==> src/sv/clt_pkg.sv <==
// Shared types, constants and small lookup functions for the C lexer token splitter.
// No dependencies; every other file takes names from here by scope.
package clt_pkg;

  localparam int POSITION_BITS   = 32;
  localparam int LENGTH_BITS     = 16;
  localparam int KEYWORD_MAX_LEN = 10;

  localparam int START_W  = 32;
  localparam int OLEN_W   = 16;
  localparam int KIND_W   = 6;
  localparam int NUM_KW   = 32;
  localparam int KW_CHARS = 8;
  localparam int NUM_SEP  = 12;
  localparam int SEP_IDX_W = 4;

  localparam int Q_DEPTH = 4;
  localparam int CNT_W   = $clog2(Q_DEPTH + 1);

  typedef logic [POSITION_BITS-1:0] pos_t;
  typedef logic [LENGTH_BITS-1:0]   wlen_t;
  typedef logic [START_W-1:0]       start_t;
  typedef logic [OLEN_W-1:0]        olen_t;
  typedef logic [KIND_W-1:0]        kind_t;
  typedef logic [CNT_W-1:0]         cnt_t;
  typedef logic [1:0]               push_t;

  localparam kind_t KIND_WORD = kind_t'(0);
  localparam kind_t KIND_INT  = kind_t'(1);
  localparam kind_t KIND_KW0  = kind_t'(2);
  localparam kind_t KIND_SEP0 = kind_t'(34);

  localparam push_t PUSH_NONE = 2'd0;
  localparam push_t PUSH_ONE  = 2'd1;
  localparam push_t PUSH_TWO  = 2'd2;

  localparam logic [7:0] CH_SPACE = 8'h20;
  localparam logic [7:0] CH_LF    = 8'h0A;
  localparam logic [7:0] CH_TAB   = 8'h09;
  localparam logic [7:0] CH_VT    = 8'h0B;
  localparam logic [7:0] CH_0     = "0";
  localparam logic [7:0] CH_9     = "9";

  // Keywords, space padded to eight characters, first character in the top byte.
  localparam logic [8*KW_CHARS-1:0] KW_TEXT [NUM_KW] = '{
    "auto    ", "double  ", "int     ", "struct  ", "break   ", "else    ",
    "long    ", "switch  ", "case    ", "enum    ", "register", "typedef ",
    "char    ", "extern  ", "return  ", "union   ", "continue", "for     ",
    "signed  ", "void    ", "do      ", "if      ", "static  ", "while   ",
    "default ", "goto    ", "sizeof  ", "volatile", "const   ", "float   ",
    "short   ", "unsigned"
  };

  localparam logic [3:0] KW_LEN [NUM_KW] = '{
    4'd4, 4'd6, 4'd3, 4'd6, 4'd5, 4'd4, 4'd4, 4'd6, 4'd4, 4'd4, 4'd8, 4'd7,
    4'd4, 4'd6, 4'd6, 4'd5, 4'd8, 4'd3, 4'd6, 4'd4, 4'd2, 4'd2, 4'd6, 4'd5,
    4'd7, 4'd4, 4'd6, 4'd8, 4'd5, 4'd5, 4'd5, 4'd8
  };

  localparam logic [7:0] SEP_CHARS [NUM_SEP] = '{
    "#", "(", ")", "{", "}", "[", "]", ";", "<", ">", ",", "\""
  };

  typedef struct packed {
    start_t start;
    olen_t  length;
    kind_t  kind;
    logic   last;
  } tok_t;

  typedef struct packed {
    logic hit;
    logic [SEP_IDX_W-1:0] idx;
  } sep_t;

  // Queue status seen by the front end.
  typedef struct packed {
    logic room;
    logic valid;
  } q_stat_t;

  function automatic sep_t sep_lookup(input logic [7:0] c);
    sep_t r;
    r = '0;
    for (int i = 0; i < NUM_SEP; i++) begin
      if (c == SEP_CHARS[i]) begin
        r.hit = 1'b1;
        r.idx = SEP_IDX_W'(i);
      end
    end
    return r;
  endfunction

  function automatic logic is_space(input logic [7:0] c);
    return (c == CH_SPACE) || (c == CH_LF) || (c == CH_TAB) || (c == CH_VT);
  endfunction

endpackage

==> src/sv/clt_kind.sv <==
// Word classifier: integer test and parallel compare against the 32 keywords.
// Depends on clt_pkg.
module clt_kind (
  input  logic [7:0]     prefix [clt_pkg::KEYWORD_MAX_LEN],
  input  clt_pkg::wlen_t len,
  input  logic           digits,
  output clt_pkg::kind_t kind
);

  logic match;
  logic hit;

  always_comb begin
    kind  = clt_pkg::KIND_WORD;
    hit   = 1'b0;
    match = 1'b0;
    for (int k = 0; k < clt_pkg::NUM_KW; k++) begin
      match = (len == clt_pkg::wlen_t'(clt_pkg::KW_LEN[k]));
      for (int j = 0; j < clt_pkg::KW_CHARS; j++) begin
        if ((4'(j) < clt_pkg::KW_LEN[k]) &&
            (prefix[j] != clt_pkg::KW_TEXT[k][8*clt_pkg::KW_CHARS-1-8*j -: 8])) begin
          match = 1'b0;
        end
      end
      if (match && !hit) begin
        hit  = 1'b1;
        kind = clt_pkg::KIND_KW0 + clt_pkg::kind_t'(k);
      end
    end
    // all-digit words are integers, never keywords
    if (digits) begin
      kind = clt_pkg::KIND_INT;
    end
  end

endmodule

==> src/sv/clt_scan.sv <==
// Byte scanner: word state, position counter and token generation (up to two per byte).
// Depends on clt_pkg and clt_kind.
module clt_scan (
  input  logic           clk,
  input  logic           rst_n,
  input  logic           en,
  input  logic [7:0]     char_byte,
  input  logic           end_of_input,
  output clt_pkg::tok_t  tok0,
  output clt_pkg::tok_t  tok1,
  output clt_pkg::push_t push_n
);

  clt_pkg::pos_t  pos_r, pos_nxt;
  clt_pkg::wlen_t len_r, len_nxt;
  clt_pkg::pos_t  start_r, start_nxt;
  logic           digits_r, digits_nxt;
  logic [7:0]     prefix_r   [clt_pkg::KEYWORD_MAX_LEN];
  logic [7:0]     prefix_nxt [clt_pkg::KEYWORD_MAX_LEN];

  clt_pkg::sep_t  sep;
  logic           is_word;
  logic           is_dig;
  logic           flush;

  // word state as it stands after a word byte
  clt_pkg::wlen_t wlen_upd;
  clt_pkg::pos_t  wstart_upd;
  logic           wdig_upd;
  logic [7:0]     wprefix_upd [clt_pkg::KEYWORD_MAX_LEN];

  logic [7:0]     k_prefix [clt_pkg::KEYWORD_MAX_LEN];
  clt_pkg::wlen_t k_len;
  logic           k_digits;
  clt_pkg::kind_t k_kind;

  clt_pkg::tok_t  word_tok;
  clt_pkg::tok_t  sep_tok;

  assign sep     = clt_pkg::sep_lookup(char_byte);
  assign is_word = !sep.hit && !clt_pkg::is_space(char_byte);
  assign is_dig  = (char_byte >= clt_pkg::CH_0) && (char_byte <= clt_pkg::CH_9);

  always_comb begin
    wlen_upd   = (len_r == '1) ? len_r : len_r + 1'b1;
    wstart_upd = (len_r == '0) ? pos_r : start_r;
    wdig_upd   = ((len_r == '0) ? 1'b1 : digits_r) & is_dig;
    for (int i = 0; i < clt_pkg::KEYWORD_MAX_LEN; i++) begin
      wprefix_upd[i] = (len_r == clt_pkg::wlen_t'(i)) ? char_byte : prefix_r[i];
    end
  end

  // classifier sees the updated word when a word byte ends the input
  always_comb begin
    for (int i = 0; i < clt_pkg::KEYWORD_MAX_LEN; i++) begin
      k_prefix[i] = is_word ? wprefix_upd[i] : prefix_r[i];
    end
    k_len    = is_word ? wlen_upd : len_r;
    k_digits = is_word ? wdig_upd : digits_r;
  end

  clt_kind u_kind (
    .prefix (k_prefix),
    .len    (k_len),
    .digits (k_digits),
    .kind   (k_kind)
  );

  assign flush = is_word ? end_of_input : (len_r != '0);

  always_comb begin
    word_tok.start  = clt_pkg::start_t'(is_word ? wstart_upd : start_r);
    word_tok.length = clt_pkg::olen_t'(k_len);
    word_tok.kind   = k_kind;
    word_tok.last   = !sep.hit;

    sep_tok.start  = clt_pkg::start_t'(pos_r);
    sep_tok.length = clt_pkg::olen_t'(1);
    sep_tok.kind   = clt_pkg::KIND_SEP0 + clt_pkg::kind_t'(sep.idx);
    sep_tok.last   = 1'b1;

    tok0 = flush ? word_tok : sep_tok;
    tok1 = sep_tok;
    if (!en) begin
      push_n = clt_pkg::PUSH_NONE;
    end else begin
      push_n = clt_pkg::push_t'(flush) + clt_pkg::push_t'(sep.hit);
    end
  end

  always_comb begin
    pos_nxt    = pos_r;
    len_nxt    = len_r;
    start_nxt  = start_r;
    digits_nxt = digits_r;
    prefix_nxt = prefix_r;
    if (en) begin
      pos_nxt = pos_r + 1'b1;
      if (is_word) begin
        len_nxt    = wlen_upd;
        start_nxt  = wstart_upd;
        digits_nxt = wdig_upd;
        prefix_nxt = wprefix_upd;
      end else begin
        len_nxt    = '0;
        start_nxt  = '0;
        digits_nxt = 1'b1;
      end
      if (end_of_input) begin
        pos_nxt    = '0;
        len_nxt    = '0;
        start_nxt  = '0;
        digits_nxt = 1'b1;
      end
    end
  end

  always_ff @(posedge clk) begin
    if (!rst_n) begin
      pos_r    <= '0;
      len_r    <= '0;
      start_r  <= '0;
      digits_r <= 1'b1;
    end else begin
      pos_r    <= pos_nxt;
      len_r    <= len_nxt;
      start_r  <= start_nxt;
      digits_r <= digits_nxt;
    end
  end

  always_ff @(posedge clk) begin
    prefix_r <= prefix_nxt;
  end

endmodule

==> src/sv/clt_outq.sv <==
// Result queue: four token slots, takes up to two tokens a cycle, slot 0 drives the output.
// Depends on clt_pkg.
module clt_outq (
  input  logic             clk,
  input  logic             rst_n,
  input  clt_pkg::push_t   push_n,
  input  clt_pkg::tok_t    tok0,
  input  clt_pkg::tok_t    tok1,
  input  logic             pop_ready,
  output clt_pkg::tok_t    head,
  output clt_pkg::q_stat_t stat
);

  clt_pkg::tok_t q_r   [clt_pkg::Q_DEPTH];
  clt_pkg::tok_t q_nxt [clt_pkg::Q_DEPTH];
  clt_pkg::cnt_t cnt_r, cnt_nxt;
  clt_pkg::cnt_t base;
  logic          pop;

  assign pop  = pop_ready && (cnt_r != '0);
  assign base = pop ? cnt_r - 1'b1 : cnt_r;

  always_comb begin
    for (int i = 0; i < clt_pkg::Q_DEPTH - 1; i++) begin
      q_nxt[i] = pop ? q_r[i+1] : q_r[i];
    end
    q_nxt[clt_pkg::Q_DEPTH-1] = q_r[clt_pkg::Q_DEPTH-1];
    for (int i = 0; i < clt_pkg::Q_DEPTH; i++) begin
      if ((push_n != clt_pkg::PUSH_NONE) && (base == clt_pkg::cnt_t'(i))) begin
        q_nxt[i] = tok0;
      end
      if ((push_n == clt_pkg::PUSH_TWO) && (base + 1'b1 == clt_pkg::cnt_t'(i))) begin
        q_nxt[i] = tok1;
      end
    end
    cnt_nxt = base + clt_pkg::cnt_t'(push_n);
  end

  always_ff @(posedge clk) begin
    if (!rst_n) begin
      cnt_r <= '0;
    end else begin
      cnt_r <= cnt_nxt;
    end
  end

  always_ff @(posedge clk) begin
    q_r <= q_nxt;
  end

  assign head       = q_r[0];
  assign stat.valid = (cnt_r != '0);
  assign stat.room  = (cnt_r <= clt_pkg::cnt_t'(clt_pkg::Q_DEPTH - 2));

endmodule

==> src/sv/c_lexer_token_splitter.sv <==
// Top level of the C lexer token splitter: input register, byte scanner, result queue.
// Depends on clt_pkg, clt_scan (with clt_kind) and clt_outq.
//
//   channel | direction | request fields
//   --------+-----------+---------------------------------------------------------------
//   in_     | input     | char_byte[7:0], end_of_input
//   out_    | output    | token_start[31:0], token_length[15:0], token_kind[5:0],
//           |           | last_of_run
//
// One byte per cycle while the queue has room: a byte sits in the input register, is
// scanned and its tokens land in the queue in the next cycle. The queue is four tokens deep
// and the scanner runs whenever at most two are waiting, so the output port (one token per
// cycle) is the only limit; a byte that ends a word and is a separator yields two tokens.
// Reset (rst_n low, synchronous) clears the position, the word state and both valid flags.
// A stalled output fills the queue, then holds the input register, then drops in_ready.
module c_lexer_token_splitter (
  input  logic        clk,
  input  logic        rst_n,
  input  logic        in_valid,
  output logic        in_ready,
  input  logic [7:0]  in_char_byte,
  input  logic        in_end_of_input,
  output logic        out_valid,
  input  logic        out_ready,
  output logic [31:0] out_token_start,
  output logic [15:0] out_token_length,
  output logic [5:0]  out_token_kind,
  output logic        out_last_of_run
);

  // input register
  logic       in_v_r, in_v_nxt;
  logic [7:0] in_char_r;
  logic       in_eoi_r;

  logic             adv;      // scanner consumes the registered byte this cycle
  clt_pkg::q_stat_t q_stat;
  clt_pkg::tok_t    tok0;
  clt_pkg::tok_t    tok1;
  clt_pkg::push_t   push_n;
  clt_pkg::tok_t    head;

  assign adv      = in_v_r && q_stat.room;
  assign in_ready = !in_v_r || adv;

  always_comb begin
    in_v_nxt = in_v_r;
    if (in_valid && in_ready) begin
      in_v_nxt = 1'b1;
    end else if (adv) begin
      in_v_nxt = 1'b0;
    end
  end

  always_ff @(posedge clk) begin
    if (!rst_n) begin
      in_v_r <= 1'b0;
    end else begin
      in_v_r <= in_v_nxt;
    end
  end

  always_ff @(posedge clk) begin
    if (in_valid && in_ready) begin
      in_char_r <= in_char_byte;
      in_eoi_r  <= in_end_of_input;
    end
  end

  clt_scan u_scan (
    .clk          (clk),
    .rst_n        (rst_n),
    .en           (adv),
    .char_byte    (in_char_r),
    .end_of_input (in_eoi_r),
    .tok0         (tok0),
    .tok1         (tok1),
    .push_n       (push_n)
  );

  clt_outq u_outq (
    .clk       (clk),
    .rst_n     (rst_n),
    .push_n    (push_n),
    .tok0      (tok0),
    .tok1      (tok1),
    .pop_ready (out_ready),
    .head      (head),
    .stat      (q_stat)
  );

  assign out_valid        = q_stat.valid;
  assign out_token_start  = head.start;
  assign out_token_length = head.length;
  assign out_token_kind   = head.kind;
  assign out_last_of_run  = head.last;

  // a two-token byte is always a word followed by its separator
  a_pair_order: assert property (@(posedge clk) disable iff (!rst_n)
    (push_n == clt_pkg::PUSH_TWO) |->
      (tok0.kind < clt_pkg::KIND_SEP0) && (tok1.kind >= clt_pkg::KIND_SEP0))
    else $error("two-token byte not word then separator");

  // exactly the final token of a byte carries last_of_run
  a_last_flag: assert property (@(posedge clk) disable iff (!rst_n)
    (push_n != clt_pkg::PUSH_NONE) |->
      ((push_n == clt_pkg::PUSH_ONE) && tok0.last) ||
      ((push_n == clt_pkg::PUSH_TWO) && !tok0.last && tok1.last))
    else $error("last_of_run misplaced");

  // no empty token reaches the output
  a_nonempty: assert property (@(posedge clk) disable iff (!rst_n)
    out_valid |-> (out_token_length != '0))
    else $error("zero-length token");

  // a byte held back by a full queue stays in the input register
  a_hold: assert property (@(posedge clk) disable iff (!rst_n)
    (in_v_r && !q_stat.room) |=> in_v_r)
    else $error("stalled byte lost");

endmodule

==> config.mk <==
export PLATFORM = sky130hd
export DESIGN_NAME = c_lexer_token_splitter
export DESIGN_NICKNAME = d
export VERILOG_FILES = /design/src/sv/clt_pkg.sv /design/src/sv/clt_kind.sv /design/src/sv/clt_scan.sv /design/src/sv/clt_outq.sv /design/src/sv/c_lexer_token_splitter.sv
export SDC_FILE = /design/constraint.sdc
export NUM_CORES = 1
export LEC_CHECK = 0
export BUFFER_PORTS_ARGS = -buffer_cell sky130_fd_sc_hd__buf_4
export CAP_MARGIN = 20
export CORE_UTILIZATION = 55
export DETAILED_ROUTE_END_ITERATION = 8
export PLACE_DENSITY_LB_ADDON = 0.08
export SLEW_MARGIN = 5
export SYNTH_ARGS = -nofsm -noshare
export SYNTH_HDL_FRONTEND = slang
export SYNTH_HIERARCHICAL = 1
export SYNTH_SLANG_ARGS = --single-unit
==> constraint.sdc <==
create_clock -name clk -period 5.4 [get_ports clk]
set_input_delay 0.81 -clock clk [delete_from_list [all_inputs] [get_ports clk]]
set_output_delay 0.81 -clock clk [all_outputs]
set_load 0.01 [all_outputs]
---- Word level (Yosys, flattened, before mapping) ----
Index checks and enable logic that the tools add are counted.
storage, ports and cells
  register bits after elaboration ......... 378
  bits of input ports ..................... 13
operators by class
  $add $sub $neg .......................... 7
  order comparisons ....................... 3
  equal/unequal tests ..................... 125
  muxes and demuxes ....................... 280
  bitwise logic cells ..................... 1
  reduce and logical (&&, ||, !) cells .... 97
operators by type and width
  cell                   count
  $ne 8x7->1 const B     87
  $mux 55                12
  $mux 1                 196
  $mux 32                5
  $eq 16x3->1 const B    8
  $mux 8                 16
  $mux 5                 23
  $eq 8x6->1 const B     9
  $eq 16x2->1 const B    4
  $mux 16                4
  $mux 6                 8
  $logic_and 1x1->1      44
  $logic_not 1->1        34
  $add 32x1->32 const B  1
  $eq 8x7->1 const B     4
  $mux 4                 8
  $eq 8x4->1 const B     3
  $add 16x1->16 const B  1
  $eq 16x1->1 const B    1
  $eq 16x16->1 const B   1
  $eq 16x4->1 const B    1
  $logic_not 16->1       1
  $reduce_bool 16->1     1
  $mux 3                 5
  other kinds (18)       36

---- Longest topological paths before layout ----
Gate-level depths: netlist (run 1).
  depth in word-level cells ............... 119
  mapped depth ............................ 20
  depth with buffers taken out ............ 17

---- Cells and area by module ----
Netlist (run 1), hierarchy kept.
modules (own cells, without submodules)
  module                  instances  cells an instance  area an instance (um2)  seq. area each (um2)
  clt_outq                1          886                11743.8                 6666.4
  clt_scan                1          914                9527.9                  4023.9
  clt_kind                1          289                1888.1                  0.0
  c_lexer_token_splitter  1          15                 335.3                   290.3

---- Worst setup path after synthesis (run 1) ----
No wires, ideal clock.
  path kind ............................... reg2reg
  start point ............................. register in_char_r[1]
  end point ............................... register, netlist name u_scan/prefix_r[0]
  library setup time ...................... 0.519 ns
  arrival ................................. 4.868 ns
  data required time ...................... 4.881 ns
  path slack .............................. 0.013 ns
  stages on the path, launching flop included .. 9
  path buffers ............................ 3
  period minus slack after synthesis ...... 5.387 ns
  cell sequence ........................... edfxtp_1 buf_2 o21ba_2 a21oi_1 or2_2 nand2_2 buf_2 buf_2 nor2_1
RTL lines
  what                      RTL line                      RTL
  start: declaration        c_lexer_token_splitter.sv:33  logic [7:0] in_char_r;
  start signal: assignment  c_lexer_token_splitter.sv:65  in_char_r <= in_char_byte;

---- Worst setup path after layout (run 1) ----
  start point ............................. register in_char_r[4]
  end point ............................... register u_outq.q_r, in the netlist u_outq/head[16] (data pin)
between the ends
  cells in the longest elaborated chain, start to end .. 21
  elaborated cells on any way between the ends .. 44
ends and longest elaborated chain
  what                    RTL line                      RTL
  $eq 8x6->1              clt_pkg.sv:86                 if (c == SEP_CHARS[i]) begin
  $mux 5 (12 in series)   clt_pkg.sv:86
  $logic_not 1->1         clt_scan.sv:41                assign is_word = !sep.hit && !clt_pkg::is_space(char_byte);
  $logic_and 1x1->1       clt_scan.sv:41
  $mux 1                  clt_scan.sv:69                assign flush = is_word ? end_of_input : (len_r != '0);
  $add 1x1->2 *           clt_scan.sv:87                push_n = clt_pkg::push_t'(flush) + clt_pkg::push_t'(sep.hit);
  $mux 2 *                clt_scan.sv:84                if (!en) begin
  via push_n[0]           c_lexer_token_splitter.sv:40  clt_pkg::push_t push_n;
  $reduce_bool 2->1       clt_outq.sv:29                if ((push_n != clt_pkg::PUSH_NONE) && (base == clt_pkg::cnt_t'(i))) begin
  $logic_and 1x1->1       clt_outq.sv:29
  $mux 55                 clt_outq.sv:29
  end signal: assignment  clt_outq.sv:48                q_r <= q_nxt;
  end: declaration        clt_outq.sv:14                clt_pkg::tok_t q_r [clt_pkg::Q_DEPTH];
The timed path passes the listed nets; every way through them passes the cells marked *.
A chain may end at the register's enable or synchronous reset.

==> run metrics, run 1 <==
Crit path max-delay family simple AND/OR/NAND/NOR gates; Final setup viols 0; WP data required 5.71 ns; DRT iter0 DRCs 1457; Total GRT Usage 0.3103; Vias 16620; vias per cell 6.340; DRT Pass-1 Iters 7; post-DP HPWL 43800 µm; CTS tree yes; RSZ-0062 raised after global routing false; Clock Pin Slew Worst Setup and Hold Paths 0.06 ns; Worst EP arrival 5.45 ns; drt total wl 65380 µm; via count of the first global-routing pass 16300; min-delay worst type input pin to register; first-pass GRT wire length 99020 µm; PwrDens 406.3 nW/µm²; # fillers 3207; VDD IR max 0.3578 mV; ant diodes 0; max-cap violations 0; CP max-delay cell a311oi_2; fraction of layout instances using a drive strength above 1 0.2766; Setup TNS Final 0 ns; worst path bufs/invs 4; Die W 204.8 µm; initial core utilization 0.5629; clock skew 0.02024 ns; pin count of the biggest net entering global routing 83; # rows 73; post-route cell area 25210 µm²; Detail Route Antenna Nets 0; IO Count 70; synthesized cell area 22620 µm²; Tmin final 5.142 ns; status finished, final reports clean; final core utilization 0.6272; Cells after Synth 2045; CTS Root Buffer Type clkbuf_16; measured slew at the worst slew-check pin 1.020 ns; clock latency on the worst-skew pair 0.58 ns; most used cell, CP buf_12; Max Slew Vio Count 0; final worst path period share 0.9523; largest stage delay on the critical path 0.58 ns; final hold vios 0; port buffer count 69; Wirelength per Cell 24.93 µm; LEAKAGE 0.009821 µW; crit path capture type register; CP Launch Type register; slew margin rel. 0.3181; critical path class register to register; f_max 0.1945 GHz; Synth Area per Inst 11.06 µm²; # nets final 2088; core outline area 40190 µm²; Die Span Y 204.8 µm; dpl cell area 23640 µm²; Layout area overhead 11.42%; Ys Warns 6; CTS Buf Count 44; clk buf depth 3; Post-route DRC 0; Critical Path Fanout Max 51; grt ovf 0; DIE AREA 41950 µm²; CP cell instances or4_1 > or2_2 > nand2_2 > buf_12 > buf_4 > mux2i_4 > inv_1 > ha_1 > and2_1 > nor2_1 > a311oi_2 > o21ai_4 > buf_12 > mux2_1 > mux2_2; RePlAce Congestion 1.040; H-tree lvl count 2; clock sink count 378; initial antenna violation count 0
[metal layers]
layer / track usage / vias up / share of wire
li1: - / 7689 / -
met1: 0.4285 / 8273 / 0.44
met2: 0.5018 / 559 / 0.47
met3: 0.04454 / 103 / 0.064
met4: 0.09728 / 0 / 0.025
met5: 0 / - / 0
[cell type report]
type	instances	area, µm²	share of cell area
multi-input combinational	1433	11000	0.4363
sequential	378	10500	0.4166
timing repair buffer	172	1474	0.05847
clock buffer	56	1217	0.04830
tap	525	656.9	0.02606
clock inverter	25	236.5	0.009382
inverter	33	123.9	0.004914
[report_power, final]
group          total (µW)  switching (µW)  internal (µW)
Clock                2980            1230           1750
Sequential           4240             222           4020
Combinational        3020            1860           1160
Total               10200            3310           6940
[sequential cells by signal, summed over array words and instances (netlist names)]
signal and cells:
in_v_r 1, u_outq/cnt_r 3, u_scan/start_r 32, u_scan/len_r 16, in_eoi_r 1, u_outq/head 55
u_scan/digits_r 1, u_scan/prefix_r 64, in_char_r 8, u_scan/pos_r 32, u_outq/q_r 165
[through the flow]
step | hold slack [ns] | std cells | setup slack, ns | power (µW)
detailed placement | 0.4625 | 2537 | 0.08499 | 7282
floorplan | 0.4432 | 2062 | 0.06522 | 6354
CTS | 0.3903 | 2618 | 0.05384 | 10280
global placement | 0.4564 | 2537 | 0.2529 | 7218
global route | 0.4047 | 2622 | 0.01892 | 10650
finish | 0.4191 | 2622 | 0.2576 | 10240
[what timing repair did]
item,CTS,global route
hold buffers,0,0
setup buffers,0,3
endpoints found under the setup margin,0,15
resized for setup,0,13
[final timing paths]
path	startpoint	endpoint	slack [ns]	cells past startpoint
worst max register to register	in_char_r[4]$_DFFE_PP_	u_outq/head[16]$_DFFE_PP_	0.26	15
worst min-delay path	in_end_of_input	in_eoi_r$_DFFE_PP_	0.42	1
worst min register to register	u_scan/start_r[6]$_SDFFE_PN0P_	u_scan/start_r[6]$_SDFFE_PN0P_	0.48	1
worst max-delay path	in_char_r[4]$_DFFE_PP_	u_outq/head[16]$_DFFE_PP_	0.26	15
[layout by cell type (no fill, tap or decap), drive strengths merged, types with 16 or more instances in the layout]
master	count
mux2i	113
a22o	33
dfxtp	85
nor4	31
o21ai	42
edfxtp	293
nand3	44
inv	37
nand4	57
mux2	308
a21oi	135
nor2	149
conb	19
nand2b	18
clkinv	16
or4	26
nor2b	26
clkbuf	56
nor3	77
nand2	96
xor2	36
buf	172
Note: power is estimated with default switching activity, not from simulation.
==> inputs of run 2 (changes only) <==
Settings changed: CELL_PAD_IN_SITES_DETAIL_PLACEMENT from default to 1, CELL_PAD_IN_SITES_GLOBAL_PLACEMENT from default to 2, CORE_UTILIZATION 55 to 39.
==> run 2 against run 1 <==
First-iteration DRC count fell by 29%. Clock-buffer cell count rose by 6. Die area rose by 41%. Sequential cell count did not move.
==> run metrics, run 2 (same netlist as run 1, synthesis figures left out) <==
final hold vios 0; Die Span Y 242.8 µm; Max Slew Vio Count 0; Detail Route Antenna Nets 0; final core utilization 0.4529; Layout area overhead 13.77%; clock skew 0.03066 ns; final std cells w/o fill 2884; PwrDens 408.9 nW/µm²; Post-route DRC 0; # fillers 6086; Reg power frac 0.403; ant diodes 0; Clock Pin Slew Worst Setup and Hold Paths 0.06 ns; RSZ-0062 raised after global routing false; drt total wl 72670 µm; # nets final 2118; DRT Pass-1 Iters 5; R2R Setup Slk 0.24 ns; M2 GR Usage 0.3827; DRT iter0 DRCs 1031; Tmin final 5.160 ns; Net Sw Frac 0.3266; Reg with most FFs u_outq/q_r; max FFs per register 165; via count of the first global-routing pass 17320; CTS Buf Count 45; Die W 242.8 µm; max-cap violations 0; port buffer count 69; Setup TNS Final 0 ns; internal power 7086 µW; initial antenna violation count 1; initial core utilization 0.3981; post-DP HPWL 48890 µm; Clk pwr share 0.296; Gate power share 0.301; final worst path period share 0.9556; Reg area 10500 µm²; met3 usage 0.03262; CTS Root Buffer Type clkbuf_16; busiest layer in global routing met2; Wirelength per Cell 25.20 µm; sw power 3437 µW; DIE AREA 58970 µm²; most frequent cells in the layout 293 x edfxtp_1, 239 x mux2_2, 190 x buf_4; min-delay worst type input pin to register; slew margin rel. 0.3286; first-pass GRT wire length 110900 µm; measured slew at the worst slew-check pin 0.9985 ns; vias per cell 5.763; WP data required 5.73 ns; f_max 0.1938 GHz; Worst EP arrival 5.49 ns; LEAKAGE 0.009981 µW; total power 10520 µW; RePlAce Congestion 0.9507; grt ovf 0; Vias 16620; Final setup viols 0; clock sink count 378; H-tree lvl count 2; core outline area 56820 µm²; grt met1 use 0.3521; CTS tree yes; # rows 87; Total GRT Usage 0.2452; clock latency on the worst-skew pair 0.60 ns; pin count of the biggest net entering global routing 65; IO Count 70; fraction of layout instances using a drive strength above 1 0.2820; critical path class register to register; VDD IR max 0.2907 mV; CP Launch Type register; Multi-input gate area 11050 µm²; crit path capture type register; status finished, final reports clean; clk buf depth 3; Hold WS 0.4078 ns; Critical Path Fanout Max 10; commonest non-fill, non-tap cell in the layout edfxtp_1; placed cell count 2790
-- run 2: changes by cell type in the layout (fill, tap and decap cells not counted), moves of 4 or more --
cell,before,now
nor4_1,30,26
buf_4,158,190
clkbuf_8,5,0
nor4_2,1,5
clkbuf_1,6,17
-- run 2: final timing paths --
kind | start | to | cells past startpoint
setup / recovery | u_scan/len_r[7]$_SDFFE_PN0P_ | u_outq/head[4]$_DFFE_PP_ | 17
hold / removal | in_end_of_input | in_eoi_r$_DFFE_PP_ | 1
setup reg to reg | u_scan/len_r[7]$_SDFFE_PN0P_ | u_outq/head[4]$_DFFE_PP_ | 17
hold reg to reg | u_scan/start_r[17]$_SDFFE_PN0P_ | u_scan/start_r[17]$_SDFFE_PN0P_ | 1
-- run 2: power by group through the flow --
| stage | Combinational, µW | Sequential, µW | Clock (µW) |
|---|---|---|---|
| floorplan | 2100 | 4250 | 0 |
| global placement | 3120 | 4280 | 0 |
| detailed placement | 3160 | 4310 | 0 |
| CTS | 3170 | 4250 | 3220 |
| global route | 3400 | 4300 | 3320 |
| finish | 3170 | 4240 | 3110 |
-- run 2: metal layers --
metal  vias up  wire length [µm]
met5         -                 0
met4         0              2003
met3       104              2615
met2       323             32680
met1      8484             35380
li1       7710                 -
-- run 2: layout make-up --
type / instances / area share
Multi-Input combinational cell: 1433 / 0.4292
Sequential cell: 378 / 0.4080
Timing Repair Buffer: 201 / 0.06364
Clock buffer: 62 / 0.04623
Tap cell: 756 / 0.03675
Clock inverter: 21 / 0.01142
Inverter: 33 / 0.004813
-- run 2: timing repair --
action / 4_1_cts / 5_1_grt
setup endpoints to repair: 5 / 13
setup buffers: 0 / 11
hold buffers: 0 / 0
gates resized for setup: 2 / 16
pin swaps: 0 / 5
-- run 2: critical path, cell delays in order (launching register included) --
cell	delay, ns
dfxtp_1	0.40
or4_1	0.55
nor2_1	0.15
buf_4	0.20
nand4_1	0.34
nor2_4	0.32
buf_4	0.16
mux2_2	0.34
nor4bb_2	0.19
nand2_1	0.32
nor4_1	0.14
buf_4	0.17
a22oi_1	0.26
nand4_1	0.16
o31a_1	0.35
mux2_2	0.31
mux2_1	0.29
mux2_2	0.26
-- run 2: stage by stage --
step,worst slack [ns],instance area [µm²]
after floorplan,0.06522,22690
after global placement,-0.2389,24070
after detailed placement,-0.2634,24070
after CTS,0.002308,25560
after global routing,0.009101,25740
final,0.2395,25740
